File: src/tcw_addr_unit.sv
// ----------------------------------------------------------------------------
// tcw_addr_unit
// Shared cell address unit: row * COLS + column.
// ----------------------------------------------------------------------------
module tcw_addr_unit #(
    parameter int COLS = 80,
    parameter int ROWS = 25
) (
    input  logic [$clog2(ROWS)-1:0]      i_row,
    input  logic [$clog2(COLS)-1:0]      i_col,
    output logic [$clog2(ROWS*COLS)-1:0] o_addr
);

    localparam int AW = $clog2(ROWS * COLS);

    assign o_addr = AW'(AW'(i_row) * AW'(COLS)) + AW'(i_col);

endmodule

File: config.mk
export PLATFORM = sky130hd
export DESIGN_NAME = tcw_addr_unit
export DESIGN_NICKNAME = d
export VERILOG_FILES = /design/src/tcw_addr_unit.sv
export SDC_FILE = /design/constraint.sdc
export NUM_CORES = 1
export LEC_CHECK = 0
export ABC_CLOCK_PERIOD_IN_PS = 2250
export BUFFER_PORTS_ARGS = -buffer_cell sky130_fd_sc_hd__buf_2
export CORE_AREA = 2 2 39 41
export DETAILED_ROUTE_END_ITERATION = 10
export DIE_AREA = 0 0 41 43
export PLACE_DENSITY_LB_ADDON = 0.08
export REMOVE_ABC_BUFFERS = 1
export SYNTH_ARGS = -nofsm -noshare
export SYNTH_HDL_FRONTEND = slang
export SYNTH_SLANG_ARGS = --single-unit
File: constraint.sdc
create_clock -name vclk -period 2.25
set_input_delay 0.45 -clock vclk [all_inputs]
set_output_delay 0.45 -clock vclk [all_outputs]
set_load 0.005 [all_outputs]
==> results.cfg <==
[synthesis]
synthCells = 31
synth_top_cell_by_area = ha_1
syn_area_per_cell_um2 = 9.48
synth_top_area_share_pct = 38.3
ys_types = 10
synth.cell_area_um2 = 294
synth-seq-area-share_pct = 0
ys_warn_count = 0
synth_area_leaders = ha_1, fa_1, xnor2_1, buf_4, xor2_1

[global_routing]
grt_overflow_total = 0
grt_pass1_vias = 295
grt_max_degree = 4
antenna_found_initial = 0
grt_pass1_wl_um = 1220
track_usage_pct = 9.32

[place]
dp_hpwl_um = 617
place_ws_ns = -0.451
gp_congestion = 0.606
port_buffers = 15

[layout]
seq_cell_count = 0
synthToLayoutAreaGrowth_pct = 91.1
nets = 81
num_antenna_cells = 0
fin_util_pct = 40.6
layout_commonest_cell = buf_2
mostFrequentLayoutCells = buf_2, buf_4, ha_1, buf_6, xnor2_1
drive_above_1_share_pct = 71.4
register_area_um2 = 0
clkbuf_count = 0

[worst_setup_path]
cp-start-kind = input pin
critPathKind = in -> out
cp.required_ns = 1.80
arrival_ns = 2.09
endpoint_kind = output port
crit_path_max_fanout = 3

[timing]
fin_ws_ns = -0.290
max_slew_margin_pct = 88.2
post-route-period-util_pct = 113
rsz0062_at_grt = yes
finalSetupViolations = 3
slew_viol_final = 0
finalHoldViolations = 0
min_period_ns = 2.54
tightestPinTransition_ns = 0.176
max_freq_mhz = 394

[detailed_routing]
first_pass_iters = 1
routed_wl_um = 758
drc = 0
routed_via_density = 4.43
ant_nets = 0
vias = 319
drtIter0Drc = 0
wire_per_inst_um = 10.5

[power]
p_seq_share_pct = 0
pwr-share-comb_pct = 100.0
p_int_uw = 113
p_leak_uw = 0.000284
power_density_nw_per_um2 = 331
ir_drop_mv = 0.106
switching_power_uw = 73.5
p_sw_share_pct = 39.5
pwr-share-clk_pct = 0
totalPowerFinal_uw = 186

[min_path]
hold_depth = 0
worstHoldEndpoint = o_addr[2]
hold_path_startpoint = i_col[2]
min_path_type = in -> out

[floorplanning]
rows = 14
ios = 23
start_util_pct = 21.2
dieArea_um2 = 1760
fp.dieW_um = 41
die_h_um = 43
coreArea_um2 = 1380

[status]
status = finished with violations
violations = setup timing

[flow_run]
cap_violations = 0
## worst max path at each step
| stage | from | slack (ns) | to | cells past startpoint |
|---|---|---|---|---|
| floorplan | i_row[1] | -0.17 | o_addr[10] | 7 |
| global placement | i_row[1] | -0.44 | o_addr[10] | 9 |
| detailed placement | i_row[1] | -0.45 | o_addr[10] | 9 |
| CTS | i_row[3] | -0.32 | o_addr[10] | 9 |
| global route | i_row[3] | -0.39 | o_addr[10] | 9 |
| finish | i_row[3] | -0.29 | o_addr[10] | 8 |
## synthesized netlist by cell type
| library cell | number |
|---|---|
| xor2_1 | 3 |
| nand2_1 | 2 |
| nand4_1 | 1 |
| xnor2_1 | 4 |
| a21oi_1 | 2 |
| fa_1 | 2 |
| nor2_1 | 1 |
| ha_1 | 9 |
| a21o_1 | 3 |
| buf_4 | 4 |
## kinds of logic (layout without fill, tap and decap cells)
logic type               after synthesis  after routing  share of synthesized area (%)
buffers and inverters                  4             29                           10.2
adder cells (fa/ha/maj)               11             11                           51.9
XOR/XNOR                               7              7                           20.9
AO/OA/AOI/OAI                          5              5                           11.1
AND/OR/NAND/NOR                        4              4                           5.96
## final cells by class
class | count | area [um^2]
fillers | 140 | 822
multi-input cells | 27 | 328
well taps | 16 | 20.0
repair buffers | 29 | 214
## routing by layer
layer | GRT usage, % | vias to the layer above | part of all wire (%)
met1 | 11.5 | 151 | 36
met5 | 0 | - | 0
met2 | 17.2 | 14 | 56
met3 | 1.05 | 0 | 8.3
met4 | 0 | 0 | 0
li1 | - | 154 | -
## worst max-delay path: stages
cell and delay, ns:
buf_8 0.10, ha_4 0.23, ha_4 0.16, fa_2 0.56
nand4_1 0.11, xnor2_1 0.21, xnor2_1 0.13, buf_2 0.13
## stage by stage
stage / instance area [um^2] / instances / hold slack [ns] / setup TNS, ns
after detailed placement: 442 / 69 / 0.900 / -0.901
final: 562 / 72 / 0.900 / -0.562
after global placement: 442 / 69 / 0.900 / -0.841
after floorplan: 264 / 27 / 0.900 / -0.169
after global routing: 562 / 72 / 0.900 / -0.780
after CTS: 524 / 71 / 0.900 / -0.562
## timing repair
item | in CTS | in global routing
gates resized for setup | 15 | 8
setup buffers | 3 | 3
hold buffers | 0 | 0
setup endpoints to repair | 3 | 5
pin swaps | 10 | 11
## power groups by stage
stage / sequential, uW / combinational [uW] / clock (uW)
finish: 0 / 186 / 0
CTS: 0 / 171 / 0
global placement: 0 / 146 / 0
floorplan: 0 / 73.3 / 0
detailed placement: 0 / 150 / 0
global route: 0 / 209 / 0
No activity file was read; power rests on OpenSTA's default activity.
